**src/hdl/tce_pkg.sv**
```systemverilog
// Shared definitions for the tiny CPU execute unit.
// Holds the data width and the operation codes; depends on nothing.
`default_nettype none

package tce_pkg;

	localparam int DATA_W = 8;
	localparam int OP_W   = 4;

	typedef logic [DATA_W-1:0] byte_t;

	typedef enum logic [OP_W-1:0] {
		OP_MOV_REG = 4'd0,
		OP_MOV_IMM = 4'd1,
		OP_STORE   = 4'd2,
		OP_LOAD    = 4'd3,
		OP_ADD     = 4'd4,
		OP_SUB     = 4'd5,
		OP_JMP     = 4'd6,
		OP_JEQ     = 4'd7,
		OP_HLT     = 4'd8
	} op_t;

endpackage

`default_nettype wire

```
**src/hdl/tce_ram.sv**
```systemverilog
// Generic synchronous RAM: one write port, one or more registered read ports.
// Stand-alone; read data holds while the read enable is low.
`default_nettype none

module tce_ram #(
	parameter int WIDTH    = 8,
	parameter int DEPTH    = 256,
	parameter int RD_PORTS = 1
) (
	input  wire logic                                 clk,
	input  wire logic                                 we,
	input  wire logic [(DEPTH > 1 ? $clog2(DEPTH) : 1)-1:0] waddr,
	input  wire logic [WIDTH-1:0]                     wdata,
	input  wire logic                                 re,
	input  wire logic [(DEPTH > 1 ? $clog2(DEPTH) : 1)-1:0] raddr [RD_PORTS],
	output      logic [WIDTH-1:0]                     rdata [RD_PORTS]
);

	logic [WIDTH-1:0] mem_q [DEPTH];

	always_ff @(posedge clk) begin
		if (we) begin
			mem_q[waddr] <= wdata;
		end
		if (re) begin
			for (int p = 0; p < RD_PORTS; p++) begin
				rdata[p] <= mem_q[raddr[p]];
			end
		end
	end

endmodule

`default_nettype wire

```
**src/hdl/tiny_cpu_execute_unit_top.sv**
```systemverilog
// Tiny CPU execute unit: one decoded instruction in, one result transfer out.
// A result becomes valid once its instruction has passed through stage 1 into the output register.
// Throughput: one instruction per cycle when not stalled, set by the read-modify-write of the
// register file RAM and the data memory RAM; the output register decouples the two sides.
// Reset (arst_n, asynchronous, active low) clears PC, flag, pipeline valids and the
// per-entry valid bits; unwritten entries read as zero, so no clearing pass is needed.
`default_nettype none

module tiny_cpu_execute_unit_top #(
	parameter int MEMORY_DEPTH   = 256,
	parameter int REGISTER_COUNT = 4
) (
	input  wire logic        clk,
	input  wire logic        arst_n,

	input  wire logic        in_valid,
	output      logic        in_stall,
	input  wire logic [3:0]  operation,
	input  wire logic [1:0]  dest_select,
	input  wire logic [1:0]  src_select,
	input  wire logic [7:0]  operand_byte,

	output      logic        out_valid,
	input  wire logic        out_stall,
	output      logic [7:0]  next_pc,
	output      logic        equal_flag_out,
	output      logic        halted,
	output      logic [7:0]  written_value
);

	localparam int AW = (MEMORY_DEPTH > 1) ? $clog2(MEMORY_DEPTH) : 1;
	localparam int RW = (REGISTER_COUNT > 1) ? $clog2(REGISTER_COUNT) : 1;

	// Register selects are two bits wide and wrap modulo the register count.
	// Since a select is below four and the count is at least two, one conditional
	// subtract is enough.
	function automatic logic [RW-1:0] reg_idx(input logic [1:0] sel);
		logic [4:0] t;
		t = {3'b000, sel};
		if (t >= 5'(REGISTER_COUNT)) begin
			t = t - 5'(REGISTER_COUNT);
		end
		return t[RW-1:0];
	endfunction

	// Memory addresses wrap modulo the depth. The byte is below sixteen times the
	// smallest depth, so four restoring steps (depth times 8, 4, 2, 1) give the remainder.
	function automatic logic [AW-1:0] mem_idx(input logic [7:0] addr);
		logic [11:0] t;
		t = {4'b0000, addr};
		for (int k = 3; k >= 0; k--) begin
			if (t >= 12'(MEMORY_DEPTH << k)) begin
				t = t - 12'(MEMORY_DEPTH << k);
			end
		end
		return t[AW-1:0];
	endfunction

	// Handshake.
	logic accept;
	logic advance;
	logic v_s1;

	assign advance  = v_s1 && (!out_valid || !out_stall);
	assign in_stall = v_s1 && !advance;
	assign accept   = in_valid && !in_stall;

	// Decoded indices of the incoming instruction.
	logic [RW-1:0] d_in;
	logic [RW-1:0] s_in;
	logic [AW-1:0] a_in;

	assign d_in = reg_idx(dest_select);
	assign s_in = reg_idx(src_select);
	assign a_in = mem_idx(operand_byte);

	// Stage 1 holds the instruction while the RAM read data is available.
	tce_pkg::op_t   op_s1;
	logic [RW-1:0]  d_s1;
	logic [RW-1:0]  s_s1;
	logic [AW-1:0]  a_s1;
	tce_pkg::byte_t imm_s1;

	// Bypass: the RAM read for an instruction is issued at the same edge that
	// commits the previous instruction's write, so the RAM returns stale data
	// when the addresses match. These registers carry the written value instead.
	logic           fwd_d_s1;
	logic           fwd_s_s1;
	logic           fwd_m_s1;
	tce_pkg::byte_t byp_s1;

	// Architectural state outside the RAMs.
	logic [7:0]                pc_q;
	logic                      flag_q;
	logic [REGISTER_COUNT-1:0] rf_valid_q;
	logic [MEMORY_DEPTH-1:0]   mem_valid_q;

	// Register file RAM: two read ports (destination and source operands).
	logic [RW-1:0]  rf_raddr [2];
	tce_pkg::byte_t rf_rdata [2];
	logic           rf_wr;

	// Data memory RAM.
	logic [AW-1:0]  mem_raddr [1];
	tce_pkg::byte_t mem_rdata [1];
	logic           mem_wr;

	// Execute results.
	tce_pkg::byte_t wv_c;
	logic [7:0]     pc_c;
	logic           flag_c;
	logic           halt_c;
	logic           rf_we_c;
	logic           mem_we_c;

	assign rf_raddr[0]  = d_in;
	assign rf_raddr[1]  = s_in;
	assign mem_raddr[0] = a_in;

	assign rf_wr  = advance && rf_we_c;
	assign mem_wr = advance && mem_we_c;

	tce_ram #(
		.WIDTH    (tce_pkg::DATA_W),
		.DEPTH    (REGISTER_COUNT),
		.RD_PORTS (2)
	) u_rf_ram (
		.clk   (clk),
		.we    (rf_wr),
		.waddr (d_s1),
		.wdata (wv_c),
		.re    (accept),
		.raddr (rf_raddr),
		.rdata (rf_rdata)
	);

	tce_ram #(
		.WIDTH    (tce_pkg::DATA_W),
		.DEPTH    (MEMORY_DEPTH),
		.RD_PORTS (1)
	) u_dmem_ram (
		.clk   (clk),
		.we    (mem_wr),
		.waddr (a_s1),
		.wdata (wv_c),
		.re    (accept),
		.raddr (mem_raddr),
		.rdata (mem_rdata)
	);

	// Operand selection: the bypass wins, then an entry never written reads as zero.
	tce_pkg::byte_t rd_val;
	tce_pkg::byte_t rs_val;
	tce_pkg::byte_t mem_val;

	always_comb begin
		if (fwd_d_s1) begin
			rd_val = byp_s1;
		end else if (rf_valid_q[d_s1]) begin
			rd_val = rf_rdata[0];
		end else begin
			rd_val = '0;
		end

		if (fwd_s_s1) begin
			rs_val = byp_s1;
		end else if (rf_valid_q[s_s1]) begin
			rs_val = rf_rdata[1];
		end else begin
			rs_val = '0;
		end

		if (fwd_m_s1) begin
			mem_val = byp_s1;
		end else if (mem_valid_q[a_s1]) begin
			mem_val = mem_rdata[0];
		end else begin
			mem_val = '0;
		end
	end

	// Execute. The flag is only ever set, never cleared, apart from reset.
	always_comb begin
		wv_c     = '0;
		pc_c     = pc_q + 8'd1;
		flag_c   = flag_q;
		halt_c   = 1'b0;
		rf_we_c  = 1'b0;
		mem_we_c = 1'b0;
		unique case (op_s1)
			tce_pkg::OP_MOV_REG: begin
				wv_c    = rs_val;
				rf_we_c = 1'b1;
			end
			tce_pkg::OP_MOV_IMM: begin
				wv_c    = imm_s1;
				rf_we_c = 1'b1;
				pc_c    = pc_q + 8'd2;
			end
			tce_pkg::OP_STORE: begin
				wv_c     = rs_val;
				mem_we_c = 1'b1;
				pc_c     = pc_q + 8'd2;
			end
			tce_pkg::OP_LOAD: begin
				wv_c    = mem_val;
				rf_we_c = 1'b1;
				pc_c    = pc_q + 8'd2;
			end
			tce_pkg::OP_ADD: begin
				wv_c    = rd_val + rs_val;
				rf_we_c = 1'b1;
			end
			tce_pkg::OP_SUB: begin
				wv_c    = rd_val - rs_val;
				rf_we_c = 1'b1;
				if (wv_c == '0) begin
					flag_c = 1'b1;
				end
			end
			tce_pkg::OP_JMP: begin
				pc_c = imm_s1;
			end
			tce_pkg::OP_JEQ: begin
				if (flag_q) begin
					pc_c = imm_s1;
				end
			end
			tce_pkg::OP_HLT: begin
				halt_c = 1'b1;
				pc_c   = pc_q;
			end
			default: begin
				// Unused codes behave as no-ops that advance the PC by one.
			end
		endcase
	end

	// Control state.
	always_ff @(posedge clk or negedge arst_n) begin
		if (!arst_n) begin
			v_s1        <= 1'b0;
			out_valid   <= 1'b0;
			pc_q        <= '0;
			flag_q      <= 1'b0;
			rf_valid_q  <= '0;
			mem_valid_q <= '0;
		end else begin
			if (accept) begin
				v_s1 <= 1'b1;
			end else if (advance) begin
				v_s1 <= 1'b0;
			end

			if (advance) begin
				out_valid <= 1'b1;
				pc_q      <= pc_c;
				flag_q    <= flag_c;
			end else if (!out_stall) begin
				out_valid <= 1'b0;
			end

			if (rf_wr) begin
				rf_valid_q[d_s1] <= 1'b1;
			end
			if (mem_wr) begin
				mem_valid_q[a_s1] <= 1'b1;
			end
		end
	end

	// Payload registers.
	always_ff @(posedge clk) begin
		if (accept) begin
			op_s1    <= tce_pkg::op_t'(operation);
			d_s1     <= d_in;
			s_s1     <= s_in;
			a_s1     <= a_in;
			imm_s1   <= operand_byte;
			fwd_d_s1 <= rf_wr && (d_s1 == d_in);
			fwd_s_s1 <= rf_wr && (d_s1 == s_in);
			fwd_m_s1 <= mem_wr && (a_s1 == a_in);
			byp_s1   <= wv_c;
		end
		if (advance) begin
			next_pc        <= pc_c;
			equal_flag_out <= flag_c;
			halted         <= halt_c;
			written_value  <= wv_c;
		end
	end

	// The input side only waits when a finished result is held up downstream.
	a_stall_cause: assert property (@(posedge clk) disable iff (!arst_n)
		in_stall |-> (out_valid && out_stall))
		else $error("input stalled without a blocked result");

	// Every committed instruction shows up in the output register.
	a_commit_out: assert property (@(posedge clk) disable iff (!arst_n)
		advance |=> out_valid)
		else $error("committed instruction produced no result");

	// Halt holds the program counter.
	a_halt_pc: assert property (@(posedge clk) disable iff (!arst_n)
		(advance && (op_s1 == tce_pkg::OP_HLT)) |=> (next_pc == $past(pc_q)))
		else $error("halt moved the program counter");

	// The equal flag is sticky.
	a_flag_sticky: assert property (@(posedge clk) disable iff (!arst_n)
		flag_q |=> flag_q)
		else $error("equal flag cleared outside reset");

endmodule

`default_nettype wire
```
**config.mk**
```make
export PLATFORM = sky130hd
export DESIGN_NAME = tiny_cpu_execute_unit_top
export DESIGN_NICKNAME = d
export VERILOG_FILES = /design/src/hdl/tce_pkg.sv /design/src/hdl/tce_ram.sv /design/src/hdl/tiny_cpu_execute_unit_top.sv
export SDC_FILE = /design/constraint.sdc
export NUM_CORES = 2
export LEC_CHECK = 0
export BUFFER_PORTS_ARGS = -buffer_cell sky130_fd_sc_hd__buf_2
export CORE_UTILIZATION = 40
export CTS_BUF_LIST = sky130_fd_sc_hd__clkbuf_2 sky130_fd_sc_hd__clkbuf_4 sky130_fd_sc_hd__clkbuf_8
export DETAILED_ROUTE_END_ITERATION = 10
export SLEW_MARGIN = 20
export SYNTH_ARGS = -nofsm -noshare
export SYNTH_HDL_FRONTEND = slang
export SYNTH_HIERARCHICAL = 1
export SYNTH_SLANG_ARGS = --single-unit
```
**constraint.sdc**
```tcl
create_clock -name clk -period 17.1 [get_ports clk]
set_clock_uncertainty 0.2 [all_clocks]
set_input_delay 4.275 -clock clk [delete_from_list [all_inputs] [get_ports clk]]
set_output_delay 4.275 -clock clk [all_outputs]
set_load 0.005 [all_outputs]
```
Word level (Yosys, flattened, before mapping). Memories as Yosys holds them, arrays and structs flattened. A register that Yosys moved wholly into a read port is not among the register bits. Index checks and enable logic that the tools add are counted.

$mul: 0. Bitwise logic cells: 2. Shifts and indexed selects: 0. Equality and inequality tests: 12. Divide/modulo/power cells: 0. Muxes and demuxes: 32. Reductions and logical operators: 21. $add $sub $neg: 4. Order comparisons: 5.

Operators by type and width (count): $or 256x256->256 (1); $mux 8 (7); $pmux 8 s5 (1); $pmux 8 s4 (1); $mux 1 (18); $eq 4x3->1 const B (4); $logic_and 1x1->1 (10); $lt 8x9->1 const B (1); $add 8x1->8 const B (1); $add 8x2->8 const B (1); $add 8x8->8 (1); $bmux 1 s8 (1); $demux 1 s8 (1); $eq 4x2->1 const B (2); $eq 8x8->1 (1); $ge 8x1->1 const B (1); $logic_not 8->1 (1); $sub 8x8->8 (1); $lt 2x3->1 const B (2); $reduce_or 5->1 (1); $bmux 1 s2 (2); $eq 2x2->1 (2); $eq 4x1->1 const B (1); $eq 4x4->1 const B (1); other kinds (10) (13).

Bits in registers: 316. Bits in latches: 0. Logic and storage cells: 96. Output and inout bits: 20. Memories: 2. Memory bits (read-only): 0. RAM bits: 2080. Bits of input ports: 20.

Memories: u_dmem_ram.mem_q (words 256, width 8, rd ports 1, clocked after memory_dff 1, wr ports 1, line tce_ram.sv:19) `logic [WIDTH-1:0] mem_q [DEPTH];`; u_rf_ram.mem_q (words 4, width 8, rd ports 2, clocked after memory_dff 2, wr ports 1, line tce_ram.sv:19).

Depth between registers and ports, before layout.
Depth after elaboration: 8. Mapped depth: 14.

Hierarchy. Netlist, hierarchy kept.

Modules (own cells, without submodules): tce_ram (u_dmem_ram) (cells each 3733, instances 1, area each 79636.4 µm²); tiny_cpu_execute_unit_top (cells each 1165, instances 1, area each 14777.9 µm²); tce_ram (u_rf_ram) (cells each 72, instances 1, area each 1865.5 µm²).

Worst setup path after synthesis. OpenSTA, ideal clock, no wires.

Kind: flip-flop to flip-flop. Start: reg imm_s1[0]. End: reg byp_s1[0] (data pin). Stages on the path, launching flop included: 11. Library setup time: 2.235 ns. Arrival time: 12.227 ns. Path slack: 2.438 ns. Path buffers: 3. Cell sequence: edfxtp_1 > buf_2 > buf_4 > or2_2 > clkbuf_1 > o22ai_1 > a211oi_1 > a311o_1 > a211oi_1 > nor3_2 > o21ai_0.

Word-level cells in the longest chain between the ends: 5.

RTL lines: start, declared (line tiny_cpu_execute_unit_top.sv:82) `tce_pkg::byte_t imm_s1;`; start signal, assigned (line tiny_cpu_execute_unit_top.sv:279) `imm_s1 <= operand_byte;`; $bmux 1 s8; $mux 1; $mux 8 (2 in a row); $pmux 8 s5 * (line tiny_cpu_execute_unit_top.sv:190) `unique case (op_s1)`; via wv_c[0] (line tiny_cpu_execute_unit_top.sv:109) `tce_pkg::byte_t wv_c;`; end signal, assigned (line tiny_cpu_execute_unit_top.sv:283) `byp_s1 <= wv_c;`; end, declared (line tiny_cpu_execute_unit_top.sv:90) `tce_pkg::byte_t byp_s1;`.

Mark *: on every way through the listed nets, which the timed path passes. The rest lies on a longest branch. The select of a mux whose other input is x is not followed. A chain may end at the register's enable or synchronous reset.

Worst setup path after layout.
Start: in out_stall. End: out in_stall.

Word-level cells in the longest chain between the ends: 5.

RTL lines: start, declared (line tiny_cpu_execute_unit_top.sv:24) `input wire logic out_stall,`; $logic_not 1->1; $logic_or 1x1->1 (line tiny_cpu_execute_unit_top.sv:64) `assign advance = v_s1 && (!out_valid || !out_stall);`; $logic_and 1x1->1 (line tiny_cpu_execute_unit_top.sv:64); $logic_not 1->1 (line tiny_cpu_execute_unit_top.sv:65) `assign in_stall = v_s1 && !advance;`; $logic_and 1x1->1 (line tiny_cpu_execute_unit_top.sv:65); end, declared (line tiny_cpu_execute_unit_top.sv:17) `output logic in_stall,`.

No other way between the ends.

==> run_summary.xml <==
<?xml version="1.0" encoding="UTF-8"?>
<metrics>
  <group name="status">
    <metric name="run_status" unit="">completed</metric>
  </group>
  <group name="die">
    <metric name="die_w" unit="um">492.6</metric>
    <metric name="rows" unit="">179</metric>
    <metric name="die_footprint" unit="mm2">0.2427</metric>
    <metric name="ios" unit="">40</metric>
    <metric name="initial_core_util" unit="%">40.37</metric>
    <metric name="die_height" unit="um">492.6</metric>
    <metric name="core_area" unit="mm2">0.2385</metric>
  </group>
  <group name="drt">
    <metric name="dr.first_iter.drc_count" unit="">5461</metric>
    <metric name="remaining_drc_errors" unit="">0</metric>
    <metric name="top_layer_used" unit="">met4</metric>
    <metric name="vias_cell" unit="">5.814</metric>
    <metric name="number_of_nets_with_antenna_violations_after_detailed_routing" unit="">0</metric>
    <metric name="wirelength_met1" unit="um">103300</metric>
    <metric name="wl_per_cell" unit="um">28.38</metric>
    <metric name="metal3_wl" unit="um">20070</metric>
    <metric name="vias" unit="">50570</metric>
    <metric name="met2RoutedLength" unit="um">117000</metric>
    <metric name="detailedRoute.firstPassIterationCount" unit="">10</metric>
    <metric name="route.final.wire_length" unit="um">246900</metric>
  </group>
  <group name="sta">
    <metric name="fin_setup_tns" unit="ns">0</metric>
    <metric name="grt_setup_unrepaired" unit="">no</metric>
    <metric name="final_critical_path_setup_slack" unit="ns">7.973</metric>
    <metric name="final_period_minus_worst_setup_slack" unit="ns">9.127</metric>
    <metric name="worst_slew_margin_rel" unit="%">12.83</metric>
    <metric name="timing_max_transition_violations_final" unit="">0</metric>
    <metric name="tightestPinTransition" unit="ns">1.296</metric>
    <metric name="period_share" unit="%">53.37</metric>
    <metric name="max_freq" unit="MHz">109.6</metric>
    <metric name="final-hold-violation-count" unit="">0</metric>
    <metric name="setup_viol_count_final" unit="">0</metric>
  </group>
  <group name="logic_synthesis">
    <metric name="synth_top_area_share" unit="%">67.03</metric>
    <metric name="synth_top_area_cell" unit="">sky130_fd_sc_hd__edfxtp_1</metric>
    <metric name="synthMostInstantiatedCell" unit="">sky130_fd_sc_hd__edfxtp_1</metric>
    <metric name="synth-edff-count" unit="">2149</metric>
    <metric name="dominantRegCellSynth" unit="">sky130_fd_sc_hd__edfxtp_1</metric>
    <metric name="post_synth_num_cell_types" unit="">88</metric>
    <metric name="synth.cells.most_frequent" unit="">sky130_fd_sc_hd__edfxtp_1 (2,149), sky130_fd_sc_hd__mux4_2 (530), sky130_fd_sc_hd__nor2_1 (329), sky130_fd_sc_hd__dfrtp_1 (271), sky130_fd_sc_hd__a21o_1 (262)</metric>
    <metric name="synth_sequential_area_ratio" unit="%">74.07</metric>
    <metric name="async_flop_share" unit="%">11.20</metric>
    <metric name="yosysWarningCount" unit="">6</metric>
    <metric name="synthCells" unit="">4970</metric>
    <metric name="synth_area_leaders" unit="">sky130_fd_sc_hd__edfxtp_1 (67%), sky130_fd_sc_hd__mux4_2 (12%), sky130_fd_sc_hd__dfrtp_1 (7.0%)</metric>
    <metric name="syn-num-nets" unit="">5009</metric>
    <metric name="post_synth_instance_area" unit="mm2">0.09628</metric>
    <metric name="synthesis.area_per_instance" unit="um2">19.37</metric>
    <metric name="synth_seq_cells" unit="">2420</metric>
  </group>
  <group name="clock_tree">
    <metric name="cts_num_sinks" unit="">2420</metric>
    <metric name="tritoncts" unit="">yes</metric>
    <metric name="cts-resized-gates" unit="">0</metric>
    <metric name="clkSlewWorstSetupHoldPaths" unit="ns">0.06</metric>
    <metric name="post-cts-setup-buffer-count" unit="">0</metric>
    <metric name="clock_latency" unit="ns">1.12</metric>
    <metric name="max-clock-path-buffers" unit="">4</metric>
    <metric name="ctsHoldBuffers" unit="">0</metric>
    <metric name="cts_buffers" unit="">404</metric>
    <metric name="h_tree_level_count" unit="">5</metric>
    <metric name="clockRootBuffer" unit="">sky130_fd_sc_hd__clkbuf_8</metric>
  </group>
  <group name="placement">
    <metric name="dp_slack" unit="ns">7.326</metric>
    <metric name="place_hpwl" unit="um">146800</metric>
    <metric name="place_congestion" unit="">0.8309</metric>
    <metric name="portBuffers" unit="">39</metric>
  </group>
  <group name="worst_setup_path">
    <metric name="crit-reg2reg-capture" unit="">u_dmem_ram/mem_q[233][0]</metric>
    <metric name="crit_start" unit="">out_stall</metric>
    <metric name="critPathMaxFanout" unit="">3</metric>
    <metric name="cp.required" unit="ns">12.62</metric>
    <metric name="worst-r2r-cell-count" unit="">12</metric>
    <metric name="critical_path_arrival" unit="ns">4.65</metric>
    <metric name="rr_startpoint" unit="">imm_s1[0]</metric>
    <metric name="timing.setup.critical_path_class" unit="">in2out</metric>
    <metric name="timing.reg2reg.setup_slack" unit="ns">10.45</metric>
    <metric name="end_kind" unit="">output port</metric>
    <metric name="critPathLaunchType" unit="">primary input</metric>
  </group>
  <group name="global_routing">
    <metric name="pin_count_of_the_biggest_net_entering_global_routing" unit="">245</metric>
    <metric name="via_count_of_the_first_global_routing_pass" unit="">51380</metric>
    <metric name="initial_antenna_violation_count" unit="">6</metric>
    <metric name="grt_util_all_layers" unit="%">20.26</metric>
    <metric name="overflow" unit="">0</metric>
    <metric name="grt_pass1_wl" unit="um">360700</metric>
  </group>
  <group name="layout">
    <metric name="post_route_cells_drive_above_1_share" unit="%">25.28</metric>
    <metric name="final_net_count" unit="">5262</metric>
    <metric name="areaGrowthSynthToFinish" unit="%">11.94</metric>
  </group>
  <group name="worst_hold_path">
    <metric name="worst_hold_path.num_cells" unit="">1</metric>
    <metric name="timing.hold.worst.class" unit="">reg2reg</metric>
    <metric name="holdCritStartpoint" unit="">mem_valid_q[23]</metric>
    <metric name="min_to" unit="">mem_valid_q[23]</metric>
  </group>
  <group name="run">
    <metric name="maxCapViolCount" unit="">0</metric>
  </group>
  <group name="pwr">
    <metric name="vdd_ir_drop_max" unit="V">0.00009704</metric>
    <metric name="power.leakage" unit="nW">37.70</metric>
    <metric name="power-per-cell-area" unit="mW/mm2">118.2</metric>
  </group>
</metrics>
-- report_power, final --
group	switching [W]	internal (W)	total, W	leakage [nW]
combinational	0.000724	0.000270	0.000994	10.1
clock	0.00225	0.00271	0.00496	4.12
sequential	0.0000377	0.00675	0.00679	23.5
total	0.00301	0.00973	0.0127	37.7
-- worst max path at each step --
stage                     endpoint  cells after the start
2_1_floorplan            byp_s1[0]                     10
3_3_place_gp   u_dmem_ram/rdata[3]                     10
3_5_place_dp   u_dmem_ram/rdata[3]                     10
4_1_cts                   in_stall                      4
5_1_grt                   in_stall                      4
6_report                  in_stall                      4
-- layout by cell type, fill, tap and decap left out, drive strengths merged, types with 41 or more instances in the layout --
cell,n
clkinv,130
nand3,50
a22oi,150
nand2,89
buf,164
nor2,330
mux2i,146
clkbuf,567
dfrtp,271
nor3,41
o221ai,54
mux4,532
a21o,262
nor2b,43
a21oi,113
edfxtp,2149
-- critical path, stage by stage --
cell	delay (ns)
sky130_fd_sc_hd__buf_2	0.11
sky130_fd_sc_hd__nand3_1	0.11
sky130_fd_sc_hd__inv_1	0.05
sky130_fd_sc_hd__buf_2	0.12
-- per-layer routing --
layer	track usage, %	vias to the layer above
met2	31.68	2216
li1	-	20940
met1	28.51	27000
met4	6.096	0
met3	4.319	416
met5	0	-
-- kinds of logic (layout without fill, tap and decap cells) --
kind of cell	after synthesis	after routing	synth area share (%)
other cells	0	2	0
fa+ha+maj	19	19	0.2625
xor+xnor	25	25	0.2274
flops	2420	2420	74.07
mux	694	694	14.16
compound gates	791	791	6.018
buf+inv	351	911	2.029
simple gates	670	670	3.237
-- flip-flops by register name (all words and copies together) (netlist names), 2 cells and up --
name / cells
rf_valid_q: 4
byp_s1: 8
next_pc: 8
u_rf_ram/rdata: 16
s_s1: 2
d_s1: 2
op_s1: 4
u_dmem_ram/rdata: 8
u_rf_ram/mem_q: 32
pc_q: 8
written_value: 8
u_dmem_ram/mem_q: 2048
imm_s1: 8
mem_valid_q: 256
-- area by class of cell --
class,count,area (um2)
multi-input combinational,2199,23280
sequential,2420,71310
tap,3167,3963
fill,20310,130700
timing repair buffer,164,1325
clock buffer,567,6903
clock inverter,146,855.8
inverter,34,127.6
antenna,2,5.005
-- stage by stage --
step                      instance area, um2  hold WS [ns]  utilization, %  instances  power [W]
after floorplan                        96280        0.2202               -       4970   0.007685
after global placement                 99850        0.2309           41.86       7980   0.007883
after detailed placement               99890        0.2376           41.88       7981   0.007910
after CTS                             107700        0.2502           45.13       8694    0.01285
after global routing                  107800        0.2590           45.18       8699    0.01317
final                                 107800        0.2483           45.18       8699    0.01274
No activity file was read; power rests on OpenSTA's default activity.
